$ cat config.mk
export PLATFORM = sky130hd
export DESIGN_NAME = stt_div
export DESIGN_NICKNAME = d
export VERILOG_FILES = /design/src/sv/stt_pkg.sv /design/src/sv/stt_div.sv
export SDC_FILE = /design/constraint.sdc
export NUM_CORES = 1
export LEC_CHECK = 0
export BUFFER_PORTS_ARGS = -buffer_cell sky130_fd_sc_hd__buf_2
export CAP_MARGIN = 10
export CORE_MARGIN = 4
export CORE_UTILIZATION = 30
export CTS_BUF_LIST = sky130_fd_sc_hd__clkbuf_8 sky130_fd_sc_hd__clkbuf_16
export DETAILED_ROUTE_END_ITERATION = 7
export PLACE_DENSITY = 0.46
export SLEW_MARGIN = 30
export SYNTH_ARGS = -nofsm -noshare
export SYNTH_HDL_FRONTEND = slang
export SYNTH_SLANG_ARGS = --single-unit
$ cat constraint.sdc
create_clock -name clk_i -period 2.9 [get_ports clk_i]
set_input_delay 0.29 -clock clk_i [delete_from_list [all_inputs] [get_ports clk_i]]
set_output_delay 0.29 -clock clk_i [all_outputs]
set_load 0.1 [all_outputs]
$ cat src/sv/stt_pkg.sv
// Shared types and constants of the software timer table engine.
package stt_pkg;

  localparam int NumSlots     = 32;
  localparam int SlotW        = $clog2(NumSlots);
  localparam int IdxW         = $clog2(NumSlots + 1);
  localparam int WordW        = 32;
  localparam int TaskW        = 4;
  localparam int GenW         = 24;
  localparam int SlotByteW    = 8;
  localparam int KindW        = 2;
  localparam int TickLenW     = 16;
  localparam logic [TickLenW-1:0] TickLenReset = 16'd10;

  // divider: 33-bit rounded numerator, one quotient bit per step
  localparam int DivNumW      = WordW + 1;
  localparam int DivSteps     = DivNumW;
  localparam int DivCntW      = $clog2(DivSteps);

  localparam int InFieldsW    = TaskW + 3 * WordW;
  localparam int InDataW      = ((InFieldsW + 7) / 8) * 8;
  localparam int OutFieldsW   = WordW + TaskW + WordW;
  localparam int OutDataW     = ((OutFieldsW + 7) / 8) * 8;

  localparam logic [KindW-1:0] KindOneShot  = 2'd0;
  localparam logic [KindW-1:0] KindPeriodic = 2'd1;
  localparam logic [KindW-1:0] KindCancel   = 2'd2;
  localparam logic [KindW-1:0] KindTick     = 2'd3;

  localparam logic ResStart  = 1'b0;
  localparam logic ResExpiry = 1'b1;

  typedef enum logic [2:0] {
    ST_IDLE,
    ST_DIV,
    ST_START_WR,
    ST_REPLY,
    ST_CANCEL,
    ST_SCAN
  } state_e;

  typedef struct packed {
    logic [WordW-1:0] expiry;
    logic [WordW-1:0] period;
    logic [GenW-1:0]  gen;
    logic [TaskW-1:0] task_id;
    logic [WordW-1:0] msg;
  } slot_t;

endpackage

$ cat src/sv/stt_div.sv
// Restoring divider, one quotient bit per cycle, for rounding delays to ticks.
module stt_div (
  input  logic                          clk_i,
  input  logic                          rst_ni,
  input  logic                          start_i,
  input  logic [stt_pkg::DivNumW-1:0]   numer_i,
  input  logic [stt_pkg::TickLenW-1:0]  denom_i,
  output logic                          done_o,
  output logic [stt_pkg::WordW-1:0]     quot_o
);
  import stt_pkg::*;

  logic                busy_q;
  logic                done_q;
  logic [DivCntW-1:0]  cnt_q;
  logic [DivNumW-1:0]  num_q;
  logic [TickLenW-1:0] rem_q;
  logic [TickLenW-1:0] den_q;

  logic [TickLenW:0]   rem_sh;
  logic                ge;
  logic [TickLenW:0]   rem_sub;

  assign rem_sh  = {rem_q, num_q[DivNumW-1]};
  assign ge      = rem_sh >= {1'b0, den_q};
  assign rem_sub = rem_sh - {1'b0, den_q};

  always_ff @(posedge clk_i or negedge rst_ni) begin
    if (!rst_ni) begin
      busy_q <= 1'b0;
      done_q <= 1'b0;
      cnt_q  <= '0;
    end else begin
      done_q <= 1'b0;
      if (start_i) begin
        busy_q <= 1'b1;
        cnt_q  <= '0;
      end else if (busy_q) begin
        cnt_q <= cnt_q + DivCntW'(1);
        if (cnt_q == DivCntW'(DivSteps - 1)) begin
          busy_q <= 1'b0;
          done_q <= 1'b1;
        end
      end
    end
  end

  // quotient bits shift in where numerator bits leave
  always_ff @(posedge clk_i) begin
    if (start_i) begin
      num_q <= numer_i;
      rem_q <= '0;
      den_q <= denom_i;
    end else if (busy_q) begin
      num_q <= {num_q[DivNumW-2:0], ge};
      rem_q <= ge ? rem_sub[TickLenW-1:0] : rem_sh[TickLenW-1:0];
    end
  end

  assign done_o = done_q;
  assign quot_o = num_q[WordW-1:0];

endmodule

## After elaboration in Yosys (flattened, before gate mapping)

Index checks and enable logic that the tools add are counted.

- Bits of input ports: 52
- Word-level logic and storage cells: 22
- Output and inout port bits: 33
- Bits in registers: 73

- Mux-type cells: 11
- Reduce and logical (&&, ||, !) cells: 1
- Add/subtract/negate cells: 2
- $lt $le $gt $ge: 1
- Equal/unequal tests: 1

Operators by type and width:

| kind | count |
|---|---|
| $mux 33 | 2 |
| $ge 17x16->1 | 1 |
| $mux 16 | 1 |
| $sub 16x16->16 | 1 |
| $mux 6 | 2 |
| $add 6x1->6 const B | 1 |
| $eq 6x6->1 const B | 1 |
| $mux 1 | 6 |
| $reduce_bool 2->1 | 1 |

## Logic depth before layout (Yosys ltp)

Gate-level depths: netlist of run 1.

- Depth after elaboration: 4
- Mapped depth: 10
- Mapped depth without buffers: 9

## Least setup slack after synthesis of run 1

Ideal clock, no wire load.

- Kind: reg2reg
- Start: reg den_q[1]
- End: reg rem_q[8]
- Clock period less this slack: 2.268 ns
- Slack: 0.632 ns
- Required time: 2.842 ns
- Arrival: 2.210 ns
- Stages on the path, launching flop included: 10
- Path buffers: 1
- Library setup time: 0.058 ns
- Cells stage by stage: edfxtp_1 inv_1 ha_1 nor2b_4 o211ai_1 a21oi_4 o31a_4 buf_6 a311oi_1 o21a_1

- Longest elaborated chain between the ends: 2
- Elaborated cells on any way between the ends: 3
- Classes of those cells: add/sub (1); order compare (1); mux (1)

Ends and longest elaborated chain:

| element | line | source |
|---|---|---|
| start: declaration | stt_div.sv:18 | `logic [TickLenW-1:0] den_q;` |
| start signal: assignment | stt_div.sv:53 | `den_q <= denom_i;` |
| $sub 16x16->16 or $ge 17x16->1 (tied branches) | stt_div.sv:26, stt_div.sv:25 |  |
| $mux 16 (*) | stt_div.sv:56 | `rem_q <= ge ? rem_sub[TickLenW-1:0] : rem_sh[TickLenW-1:0];` |
| end signal: assignment | stt_div.sv:56 |  |
| end: declaration | stt_div.sv:17 | `logic [TickLenW-1:0] rem_q;` |

Every way passes the cells marked *; elsewhere a longest branch is shown, timed or not.
A chain may end at the register's enable or synchronous reset.

## Worst setup path after layout of run 1

- Start: reg den_q[8]
- End: reg rem_q[1]

- Longest elaborated chain between the ends: 2

Ends and longest elaborated chain:

| element | line | source |
|---|---|---|
| $ge 17x16->1 | stt_div.sv:25 | `assign ge = rem_sh >= {1'b0, den_q};` |
| $mux 16 | stt_div.sv:56 |  |

Every way passes these cells.

==> impl_results.rst, run 1 <==
.. list-table::
   :header-rows: 1

   * - Metric
     - Value
   * - # Post-CTS Setup Buffers
     - 0
   * - Max Clock Freq
     - 0.393 GHz
   * - Fraction of layout instances using a drive strength above 1
     - 34.4%
   * - Antenna violations before repair
     - 0
   * - Die boundary width
     - 127 microns
   * - Synth-to-Final Area Change
     - 16.3%
   * - Post-synthesis compound-gate area fraction
     - 13.9%
   * - Post-Synthesis Cell Area
     - 0.00427 sq mm
   * - Clock buffer depth
     - 2
   * - Cells traversed along the worst timing path
     - inv_1 > ha_1 > nand4_2 > or3_4 > o211ai_4 > o31ai_4 > buf_4 > or4b_1 > o311ai_1
   * - Number of synthesized flops with an enable pin
     - 49
   * - Total number of vias
     - 2,968
   * - CTS H-Tree Depth
     - 3
   * - Proportion of synthesized chip area in sequential cells
     - 46.7%
   * - GRT Residual Overflow
     - 0
   * - Total of warnings raised by yosys
     - 0
   * - Clock tree from TritonCTS
     - yes
   * - Number of hold-repair buffers added at the cts stage
     - 1
   * - Kind of cell adding the most delay to the critical path
     - simple AND/OR/NAND/NOR gates
   * - Maximum capacitance violations
     - 0
   * - Clock-pin slew on the worst setup and hold paths
     - 60 ps
   * - Post-Syn Instances
     - 393
   * - Total Die Area
     - 0.0162 sq mm
   * - Number of slew-limit violations in the final report
     - 0
   * - Delay of the slowest critical-path stage
     - 480 ps
   * - Sink Count
     - 73
   * - Minimum clock period after layout
     - 2550 ps
   * - Cell depth of the worst min-delay path
     - 1
   * - Pin count of the biggest net entering global routing
     - 82
   * - Met2 Wirelength
     - 4.42 mm
   * - Worst Path Max Fanout
     - 10
   * - Via count of the first global-routing pass
     - 2,942
   * - Headroom to the max-slew limit
     - 53.7%
   * - Slowest stage cell on the critical path
     - sky130_fd_sc_hd__ha_1
   * - Multiplexer fraction of the synthesized cell area
     - 8.68%
   * - Critical path arrival
     - 2790 ps
   * - Detailed-routing wirelength on met1
     - 4.51 mm
   * - Worst min-delay path class
     - in2reg
   * - Met3 wirelength from detailed routing
     - 327 microns
   * - Final setup skew
     - 9.15 ps
   * - Buffers on Ports
     - 84
   * - Setup TNS
     - 0 ps
   * - Synth Area in Simple Gates
     - 13.0%
   * - Crit path required time
     - 3150 ps
   * - Clk Tree Root Cell
     - sky130_fd_sc_hd__clkbuf_16
   * - Most common flop cell mapped by yosys
     - sky130_fd_sc_hd__edfxtp_1
   * - Avg WL per Cell
     - 14.8 microns
   * - Outcome
     - finished clean
   * - Critical Path Source Type
     - flop
   * - Buffers & Inverters on Critical Path
     - 2
   * - Leakage
     - 2.12 nW
   * - Total wire length after detailed routing
     - 9.39 mm
   * - Total routing resource utilization after global routing
     - 11.8%
   * - Hold path startpoint
     - denom_i[2]
   * - Count of final hold-check violations
     - 0
   * - Post-route total power
     - 0.00296 W
   * - Layout Nets
     - 520
   * - Post-synthesis share of cell area spent on full adders, half adders and majority gates
     - 5.75%
   * - Core area
     - 0.0139 sq mm
   * - First-pass GRT wire length
     - 15.1 mm
   * - Average vias per placed instance
     - 4.68
   * - Final GP Congestion
     - 0.856
   * - CP Class
     - reg2reg
   * - Highest routed metal layer
     - met4
   * - Reg2Reg Capture Point
     - rem_q[1]
   * - Critical Path Sink Type
     - flop
   * - Post-detailed-route count of antenna-violating nets
     - 0
   * - Most common cell after layout, fill and taps aside
     - sky130_fd_sc_hd__buf_2
   * - Count of inserted antenna diode cells
     - 0
   * - Proportion of synthesized flip-flops having asynchronous set or reset
     - 11.0%
   * - Total I/O pin count
     - 85
   * - Starting density of the core
     - 30.7%
   * - DRC Markers
     - 0
   * - Seq cells post-synth
     - 73
   * - Hold-critical path endpoint
     - den_q[2]
   * - Die Y-Extent
     - 127 microns
   * - Flop-to-flop setup slack
     - 350 ps
   * - Period Utilization, post-route
     - 87.8%
   * - Clock latency on the worst-skew pair
     - 340 ps
   * - Post-CTS resize count
     - 0
   * - WP depth
     - 9
   * - Path depth of the worst reg2reg path
     - 9
   * - Fraction of synthesized cell area in xor and xnor cells
     - 1.85%
   * - Drt initial violations
     - 183
   * - Total iterations of the first detailed-routing run
     - 4
   * - RSZ-0062 raised after global routing
     - false
   * - Storage cell area
     - 0.00199 sq mm
   * - CTS buffer count
     - 9
   * - Fill cell count
     - 1,405
   * - Commonest non-fill, non-tap cells in the layout
     - sky130_fd_sc_hd__buf_2 (84), sky130_fd_sc_hd__edfxtp_1 (49), sky130_fd_sc_hd__mux2_2 (32)
   * - Reg-to-Reg Start
     - den_q[8]
   * - Number of endpoints failing setup at the final stage
     - 0
   * - Peak supply drop
     - 0.243 mV
   * - Power density over cell area
     - 596 mW/mm^2
   * - Post-DP HPWL
     - 6.65 mm
   * - Transition at the pin with the smallest max-transition slack
     - 691 ps
   * - Combinational family with the most area after synthesis
     - compound AO/OA/AOI/OAI gates
   * - Count of cell types in the netlist
     - 61
   * - Floorplan row count
     - 43
   * - Post-synth net total
     - 464
   * - Multi-input gate area in the final layout
     - 0.00184 sq mm
   * - Syn_area_per_cell
     - 10.9 sq um
registers in the layout, indices dropped and copies added, names as in the netlist:
name,count
busy_q,1
cnt_q,6
den_q,16
done_o,1
num_q,33
rem_q,16
cell families after synthesis:
kind of cell,after synthesis
flops,73
xor+xnor,9
compound gates,75
buf+inv,77
fa+ha+maj,19
simple gates,107
mux,33
power by group:
part           switching [W]  internal (W)
logic               0.000488      0.000164
registers          0.0000331       0.00119
clock network       0.000485      0.000594
total                0.00101       0.00195
worst max path at each step:
stage,startpoint,to
after CTS,den_q[1],rem_q[8]
after global routing,den_q[1],rem_q[9]
after detailed placement,den_q[8],rem_q[1]
after floorplan,den_q[1],rem_q[8]
final,den_q[8],rem_q[1]
after global placement,den_q[1],rem_q[6]
final cells by class:
type | instances | share of cell area [%]
well taps | 180 | 4.54
multi-input cells | 243 | 37.2
repair buffers | 94 | 10.3
inverters | 28 | 2.12
clock inverters | 7 | 1.19
flip-flops and latches | 73 | 40.2
clock buffers | 9 | 4.54
Yosys cell counts, types with 4 or more instances:
master / count / share of area, %
sky130_fd_sc_hd__edfxtp_1: 49 / 34
sky130_fd_sc_hd__buf_4: 33 / 5.8
sky130_fd_sc_hd__mux2_2: 32 / 8.4
sky130_fd_sc_hd__nor2_1: 31 / 2.7
sky130_fd_sc_hd__nand2_1: 30 / 2.6
sky130_fd_sc_hd__inv_1: 28 / 2.5
sky130_fd_sc_hd__ha_1: 18 / 5.3
sky130_fd_sc_hd__dfxtp_1: 16 / 7.5
sky130_fd_sc_hd__a21oi_1: 12 / 1.4
sky130_fd_sc_hd__clkbuf_1: 11 / 0.97
sky130_fd_sc_hd__a311oi_1: 10 / 2.1
sky130_fd_sc_hd__o21ai_0: 9 / 1.1
sky130_fd_sc_hd__dfrtp_1: 8 / 4.7
sky130_fd_sc_hd__nand3_1: 6 / 0.70
sky130_fd_sc_hd__nand4_1: 6 / 0.88
sky130_fd_sc_hd__xor2_1: 6 / 1.2
sky130_fd_sc_hd__a21o_1: 5 / 0.88
sky130_fd_sc_hd__nand4b_1: 5 / 1.0
sky130_fd_sc_hd__nor3_1: 5 / 0.59
sky130_fd_sc_hd__a31oi_1: 4 / 0.59
sky130_fd_sc_hd__nand2b_1: 4 / 0.59
sky130_fd_sc_hd__o21a_1: 4 / 0.70
sky130_fd_sc_hd__o311ai_0: 4 / 0.82
sky130_fd_sc_hd__o31ai_1: 4 / 0.70
per-stage QoR:
| step | worst slack, ps | util (%) | cells | instance area [sq um] | hold slack (ps) |
|---|---|---|---|---|---|
| after global routing | 183 | 35.7 | 634 | 4960 | 104 |
| after floorplan | 632 | - | 393 | 4270 | -5.59 |
| after detailed placement | 357 | 33.6 | 617 | 4670 | 143 |
| after global placement | 407 | 33.6 | 617 | 4670 | 145 |
| final | 355 | 35.7 | 634 | 4960 | 120 |
| after CTS | 352 | 35.7 | 634 | 4960 | 104 |
per-layer routing:
| metal | up-vias | GRT usage, % |
|---|---|---|
| met4 | 0 | 5.05 |
| met5 | - | 0 |
| li1 | 1515 | - |
| met3 | 9 | 2.97 |
| met1 | 1395 | 15.5 |
| met2 | 49 | 18.3 |
No activity file was read; power rests on OpenSTA's default activity.
==> run 2, diff against run 1 <==
CTS_BUF_LIST = unset   (was sky130_fd_sc_hd__clkbuf_8 sky130_fd_sc_hd__clkbuf_16)
HOLD_SLACK_MARGIN = 0.15   (was unset)
==> run 2 against run 1 <==
Die area unchanged; worst setup slack worse by 2.7 ps; global-route usage rose by 0.097 points; power is 0.58% higher; clock power about the same; combinational power up 3%; first-iteration DRC count decreased by 4.4%; clock skew is 0.76 ps higher; non-clock buffer count grew 16; utilization rose by 1.2 points; largest cell class unchanged; highest routed layer unchanged.
==> impl_results.rst, run 2 (synthesized netlist as in run 1, its figures left out) <==
.. list-table::
   :header-rows: 1

   * - Metric
     - Value
   * - Outcome
     - finished clean
   * - Kind of cell adding the most delay to the critical path
     - simple AND/OR/NAND/NOR gates
   * - Slowest stage cell on the critical path
     - sky130_fd_sc_hd__ha_1
   * - Flop-to-flop setup slack
     - 350 ps
   * - Largest registers
     - num_q: 33 flops, den_q: 16 flops, rem_q: 16 flops
   * - Average vias per placed instance
     - 4.67
   * - Total number of vias
     - 3,035
   * - Hold slack
     - 244 ps
   * - CTS buffer count
     - 9
   * - Worst min-delay path class
     - in2reg
   * - GRT Residual Overflow
     - 0
   * - Sequential cell fraction of total power
     - 41.2%
   * - Crit path required time
     - 3150 ps
   * - Max Clock Freq
     - 0.392 GHz
   * - Critical Path Sink Type
     - flop
   * - Met3 wirelength from detailed routing
     - 352 microns
   * - Post-route total power
     - 0.00297 W
   * - Total iterations of the first detailed-routing run
     - 4
   * - Total Die Area
     - 0.0162 sq mm
   * - Drt initial violations
     - 175
   * - Sink Count
     - 73
   * - Layout Nets
     - 536
   * - DRC Markers
     - 0
   * - Peak supply drop
     - 0.248 mV
   * - Floorplan row count
     - 43
   * - Clock-pin slew on the worst setup and hold paths
     - 70 ps
   * - Power density over cell area
     - 581 mW/mm^2
   * - Switching power
     - 0.00101 W
   * - Post-DP HPWL
     - 6.65 mm
   * - Period Utilization, post-route
     - 87.9%
   * - Avg WL per Cell
     - 14.5 microns
   * - Int Pwr
     - 0.00197 W
   * - Detailed-routing wirelength on met1
     - 4.50 mm
   * - Buffers on Ports
     - 84
   * - Count of inserted antenna diode cells
     - 0
   * - CTS H-Tree Depth
     - 3
   * - Clock tree from TritonCTS
     - yes
   * - RSZ-0062 raised after global routing
     - false
   * - Critical path arrival
     - 2800 ps
   * - Core area
     - 0.0139 sq mm
   * - Clock latency on the worst-skew pair
     - 340 ps
   * - Starting density of the core
     - 30.7%
   * - Clock buffer depth
     - 2
   * - Number of slew-limit violations in the final report
     - 0
   * - Delay of the slowest critical-path stage
     - 480 ps
   * - Post-CTS resize count
     - 0
   * - Critical Path Source Type
     - flop
   * - Maximum capacitance violations
     - 0
   * - Cells traversed along the worst timing path
     - inv_1 > ha_1 > nand4_2 > or3_4 > o211ai_4 > o31ai_4 > buf_4 > or4b_1 > o311ai_1
   * - Final setup skew
     - 9.91 ps
   * - Headroom to the max-slew limit
     - 53.4%
   * - Clk Tree Root Cell
     - sky130_fd_sc_hd__clkbuf_16
   * - Count of final hold-check violations
     - 0
   * - Die boundary width
     - 127 microns
   * - Commonest non-fill, non-tap cells in the layout
     - sky130_fd_sc_hd__buf_2 (84), sky130_fd_sc_hd__edfxtp_1 (49), sky130_fd_sc_hd__mux2_2 (32)
   * - First-pass GRT wire length
     - 15.2 mm
   * - Setup TNS
     - 0 ps
   * - Switching part of the total power
     - 33.9%
   * - Minimum clock period after layout
     - 2550 ps
   * - Leakage
     - 2.18 nW
   * - Number of endpoints failing setup at the final stage
     - 0
   * - Final GP Congestion
     - 0.856
   * - Max reg flops
     - 33
   * - Total routing resource utilization after global routing
     - 11.9%
   * - CP Class
     - reg2reg
   * - Pin count of the biggest net entering global routing
     - 82
   * - Synth-to-Final Area Change
     - 20.1%
   * - Total wire length after detailed routing
     - 9.45 mm
   * - Die Y-Extent
     - 127 microns
   * - Highest routed metal layer
     - met4
   * - Antenna violations before repair
     - 0
   * - Total I/O pin count
     - 85
   * - Via count of the first global-routing pass
     - 2,980
   * - Part of the power in the clock network
     - 36.3%
   * - Buffers & Inverters on Critical Path
     - 2
   * - Combinational share of power
     - 22.5%
   * - Met2 Wirelength
     - 4.46 mm
   * - Fraction of layout instances using a drive strength above 1
     - 33.2%
   * - Most common cell after layout, fill and taps aside
     - sky130_fd_sc_hd__buf_2
   * - Core occupancy in the finished layout
     - 36.9%
   * - Transition at the pin with the smallest max-transition slack
     - 696 ps
   * - Post-detailed-route count of antenna-violating nets
     - 0
   * - Register with the most flip-flops
     - num_q
   * - Worst Path Max Fanout
     - 10
-- run 2: cell types whose count changed in the layout (fill, tap and decap cells not counted) --
cell	previous run	this run
sky130_fd_sc_hd__dlygate4sd3_1	1	17
-- run 2: layout make-up --
class,count,area (sq um)
fill,1397,8760
sequential,73,1990
tap,180,225
timing repair buffer,110,671
multi-input combinational,243,1840
clock buffer,9,225
clock inverter,7,58.8
inverter,28,105
-- run 2: what timing repair did --
| action | 4_1_cts | 5_1_grt |
|---|---|---|
| hold buffers | 17 | 0 |
| buffers inserted | 0 | 0 |
| endpoints found under the setup margin | 0 | 0 |
| hold endpoints to repair | 24 | 0 |
-- run 2: per-layer routing --
| layer | global-route usage, % | up-vias |
|---|---|---|
| met2 | 18.4 | 52 |
| li1 | - | 1548 |
| met5 | 0 | - |
| met3 | 2.97 | 9 |
| met4 | 5.05 | 0 |
| met1 | 15.7 | 1426 |
-- run 2: worst reg2reg max path, delay by kind of cell, from the launching register on --
kind                     cells  cell delay (ps)
flip-flops                   1              320
AO/OA/AOI/OAI                3              400
AND/OR/NAND/NOR              3             1040
adder cells (fa/ha/maj)      1              480
buffers and inverters        2              200
-- run 2: stage by stage --
step	area (sq um)	worst slack, ps	cells
global placement	4670	407	617
detailed placement	4670	357	617
finish	5120	352	650
floorplan	4270	632	393
global route	5120	183	650
CTS	5120	352	650
-- run 2: worst paths after layout --
kind	startpoint	endpoint	depth (start not counted)
worst max-delay path	den_q[8]	rem_q[1]	9
worst min-delay path	numer_i[8]	num_q[8]	2
worst max register to register	den_q[8]	rem_q[1]	9
worst min register to register	rem_q[6]	rem_q[7]	2
max in group asynchronous	rst_ni	cnt_q[3]	2
min in group asynchronous	rst_ni	cnt_q[4]	2
-- run 2: power by group through the flow --
| stage | combinational, W | sequential, W | clock, W |
|---|---|---|---|
| after floorplan | 0.000590 | 0.00124 | 0 |
| final | 0.000669 | 0.00123 | 0.00108 |
| after detailed placement | 0.000656 | 0.00125 | 0 |
| after CTS | 0.000676 | 0.00123 | 0.00112 |
| after global placement | 0.000656 | 0.00125 | 0 |
| after global routing | 0.000709 | 0.00124 | 0.00117 |
==> run 3, diff against run 2 <==
--- a/config.mk
+++ b/config.mk
@@ -10,7 +10,8 @@
 export CORE_MARGIN = 4
 export CORE_UTILIZATION = 30
+export CTS_BUF_LIST = sky130_fd_sc_hd__clkbuf_4 sky130_fd_sc_hd__clkbuf_8 sky130_fd_sc_hd__clkbuf_16
 export DETAILED_ROUTE_END_ITERATION = 7
 export HOLD_SLACK_MARGIN = 0.15
-export PLACE_DENSITY = 0.46
+export PLACE_DENSITY = 0.53
 export SLEW_MARGIN = 30
 export SYNTH_ARGS = -nofsm -noshare
==> constraint.sdc (replaced) <==
create_clock -name clk_i -period 2.9 [get_ports clk_i]
set_input_delay 0.145 -clock clk_i [delete_from_list [all_inputs] [get_ports clk_i]]
set_output_delay 0.145 -clock clk_i [all_outputs]
set_load 0.1 [all_outputs]
==> run 3 against run 2 <==
Non-clock buffer count is 31 higher; die area did not move; critical endpoint unchanged; worst setup slack worse by 59 ps; critical path depth is the same; critical path type unchanged.
==> impl_results.rst, run 3 (synthesized netlist as in run 1, its figures left out) <==
.. list-table::
   :header-rows: 1

   * - Metric
     - Value
   * - Buffers on Ports
     - 84
   * - Switching power
     - 0.000949 W
   * - First-pass GRT wire length
     - 15.7 mm
   * - Count of final hold-check violations
     - 0
   * - Combinational share of power
     - 23.4%
   * - Total number of vias
     - 3,194
   * - CP Class
     - reg2reg
   * - Register with the most flip-flops
     - num_q
   * - # Post-CTS Setup Buffers
     - 0
   * - Final GP Congestion
     - 0.895
   * - Met2 Wirelength
     - 4.07 mm
   * - Sink Count
     - 73
   * - Max reg flops
     - 33
   * - DRC Markers
     - 0
   * - Most common cell after layout, fill and taps aside
     - sky130_fd_sc_hd__buf_2
   * - Critical Path Sink Type
     - flop
   * - Post-detailed-route count of antenna-violating nets
     - 0
   * - Peak supply drop
     - 0.248 mV
   * - Core area
     - 0.0139 sq mm
   * - Minimum clock period after layout
     - 2610 ps
   * - Leakage
     - 2.31 nW
   * - Total iterations of the first detailed-routing run
     - 4
   * - Switching part of the total power
     - 31.6%
   * - Via count of the first global-routing pass
     - 3,170
   * - Worst Path Max Fanout
     - 18
   * - Final setup skew
     - 6.53 ps
   * - Pin count of the biggest net entering global routing
     - 53
   * - Count of inserted antenna diode cells
     - 0
   * - Max Clock Freq
     - 0.384 GHz
   * - Fraction of layout instances using a drive strength above 1
     - 30.1%
   * - Drt initial violations
     - 224
   * - Outcome
     - finished clean
   * - Post-DP HPWL
     - 6.43 mm
   * - GRT Residual Overflow
     - 0
   * - Number of slew-limit violations in the final report
     - 0
   * - Highest routed metal layer
     - met4
   * - Met3 wirelength from detailed routing
     - 488 microns
   * - Total I/O pin count
     - 85
   * - Average vias per placed instance
     - 4.69
   * - Crit path required time
     - 3140 ps
   * - RSZ-0062 raised after global routing
     - false
   * - Largest registers
     - num_q: 33 flops, den_q: 16 flops, rem_q: 16 flops
   * - Clock tree from TritonCTS
     - yes
   * - Worst min-delay path class
     - in2async
   * - Post-CTS resize count
     - 0
   * - Part of the power in the clock network
     - 35.7%
   * - Critical path arrival
     - 2840 ps
   * - Die boundary width
     - 127 microns
   * - Avg WL per Cell
     - 13.7 microns
   * - Antenna violations before repair
     - 0
   * - Core occupancy in the finished layout
     - 39.2%
   * - Die Y-Extent
     - 127 microns
   * - Layout Nets
     - 567
   * - Synth-to-Final Area Change
     - 27.5%
   * - CTS buffer count
     - 9
   * - Clk Tree Root Cell
     - sky130_fd_sc_hd__clkbuf_16
   * - Clock latency on the worst-skew pair
     - 340 ps
   * - Power density over cell area
     - 552 mW/mm^2
   * - Setup TNS
     - 0 ps
   * - Clock buffer depth
     - 2
   * - Commonest non-fill, non-tap cells in the layout
     - sky130_fd_sc_hd__buf_2 (84), sky130_fd_sc_hd__dlygate4sd3_1 (50), sky130_fd_sc_hd__edfxtp_1 (49)
   * - Clock-pin slew on the worst setup and hold paths
     - 60 ps
   * - Maximum capacitance violations
     - 0
   * - Detailed-routing wirelength on met1
     - 4.60 mm
   * - Int Pwr
     - 0.00205 W
   * - Total routing resource utilization after global routing
     - 12.0%
   * - Total wire length after detailed routing
     - 9.35 mm
   * - Number of hold-repair buffers added at the cts stage
     - 50
   * - Critical Path Source Type
     - flop
   * - Number of endpoints failing setup at the final stage
     - 0
   * - Post-route total power
     - 0.00300 W
   * - Headroom to the max-slew limit
     - 51.5%
   * - Floorplan row count
     - 43
   * - Period Utilization, post-route
     - 89.9%
   * - Transition at the pin with the smallest max-transition slack
     - 724 ps
   * - Starting density of the core
     - 30.7%
   * - Sequential cell fraction of total power
     - 40.9%
   * - CTS H-Tree Depth
     - 3
   * - Total Die Area
     - 0.0162 sq mm
-- run 3: changes by cell type in the layout (fill, tap and decap cells not counted), sizes merged --
cell and delta:
clkinv +4, dlygate4sd3 +33, buf -2, inv -5, bufinv +1
-- run 3: stage by stage --
stage,area (sq um),hold WS (ps),worst slack (ps),cells
floorplan,4270,-151,632,393
global placement,4650,-6.06,336,615
detailed placement,4650,1.33,322,615
CTS,5440,169,301,681
global route,5440,214,160,681
finish,5440,183,293,681
-- run 3: cell type report --
cell class | instances | area [sq um]
Clock buffer | 9 | 225
Clock inverter | 7 | 61.3
Fill cell | 1350 | 8440
Inverter | 28 | 105
Multi-Input combinational cell | 243 | 1840
Sequential cell | 73 | 1990
Tap cell | 180 | 225
Timing Repair Buffer | 141 | 986
-- run 3: layer usage --
| layer | track usage (%) | up-vias |
|---|---|---|
| met5 | 0 | - |
| met2 | 18.3 | 91 |
| met3 | 2.68 | 15 |
| li1 | - | 1628 |
| met4 | 5.24 | 0 |
| met1 | 16.3 | 1460 |
-- run 3: final timing paths --
| kind | start | endpoint | slack (ps) | cells past startpoint |
|---|---|---|---|---|
| worst min-delay path | rst_ni | cnt_q[1] | 180 | 2 |
| worst min register to register | rem_q[8] | rem_q[9] | 510 | 2 |
| worst max register to register | den_q[9] | rem_q[1] | 290 | 9 |
| min in group clk_i | start_i | den_q[5] | 240 | 1 |
| worst max-delay path | den_q[9] | rem_q[1] | 290 | 9 |
| max in group asynchronous | rst_ni | busy_q | 2550 | 2 |
-- run 3: power by group through the flow --
stage	sequential (W)	clock (W)	combinational [W]
global route	0.00124	0.00115	0.000743
CTS	0.00123	0.00113	0.000705
finish	0.00123	0.00107	0.000702
global placement	0.00125	0	0.000650
floorplan	0.00124	0	0.000590
detailed placement	0.00125	0	0.000651
-- run 3: worst max-delay path, cell delays in order (launching register included) --
cell	delay, ps
sky130_fd_sc_hd__edfxtp_1	320
sky130_fd_sc_hd__inv_1	40
sky130_fd_sc_hd__ha_1	480
sky130_fd_sc_hd__nand4_2	170
sky130_fd_sc_hd__or3_4	390
sky130_fd_sc_hd__a21oi_4	220
sky130_fd_sc_hd__o31ai_4	90
sky130_fd_sc_hd__buf_4	210
sky130_fd_sc_hd__or4b_1	480
sky130_fd_sc_hd__o311ai_1	100
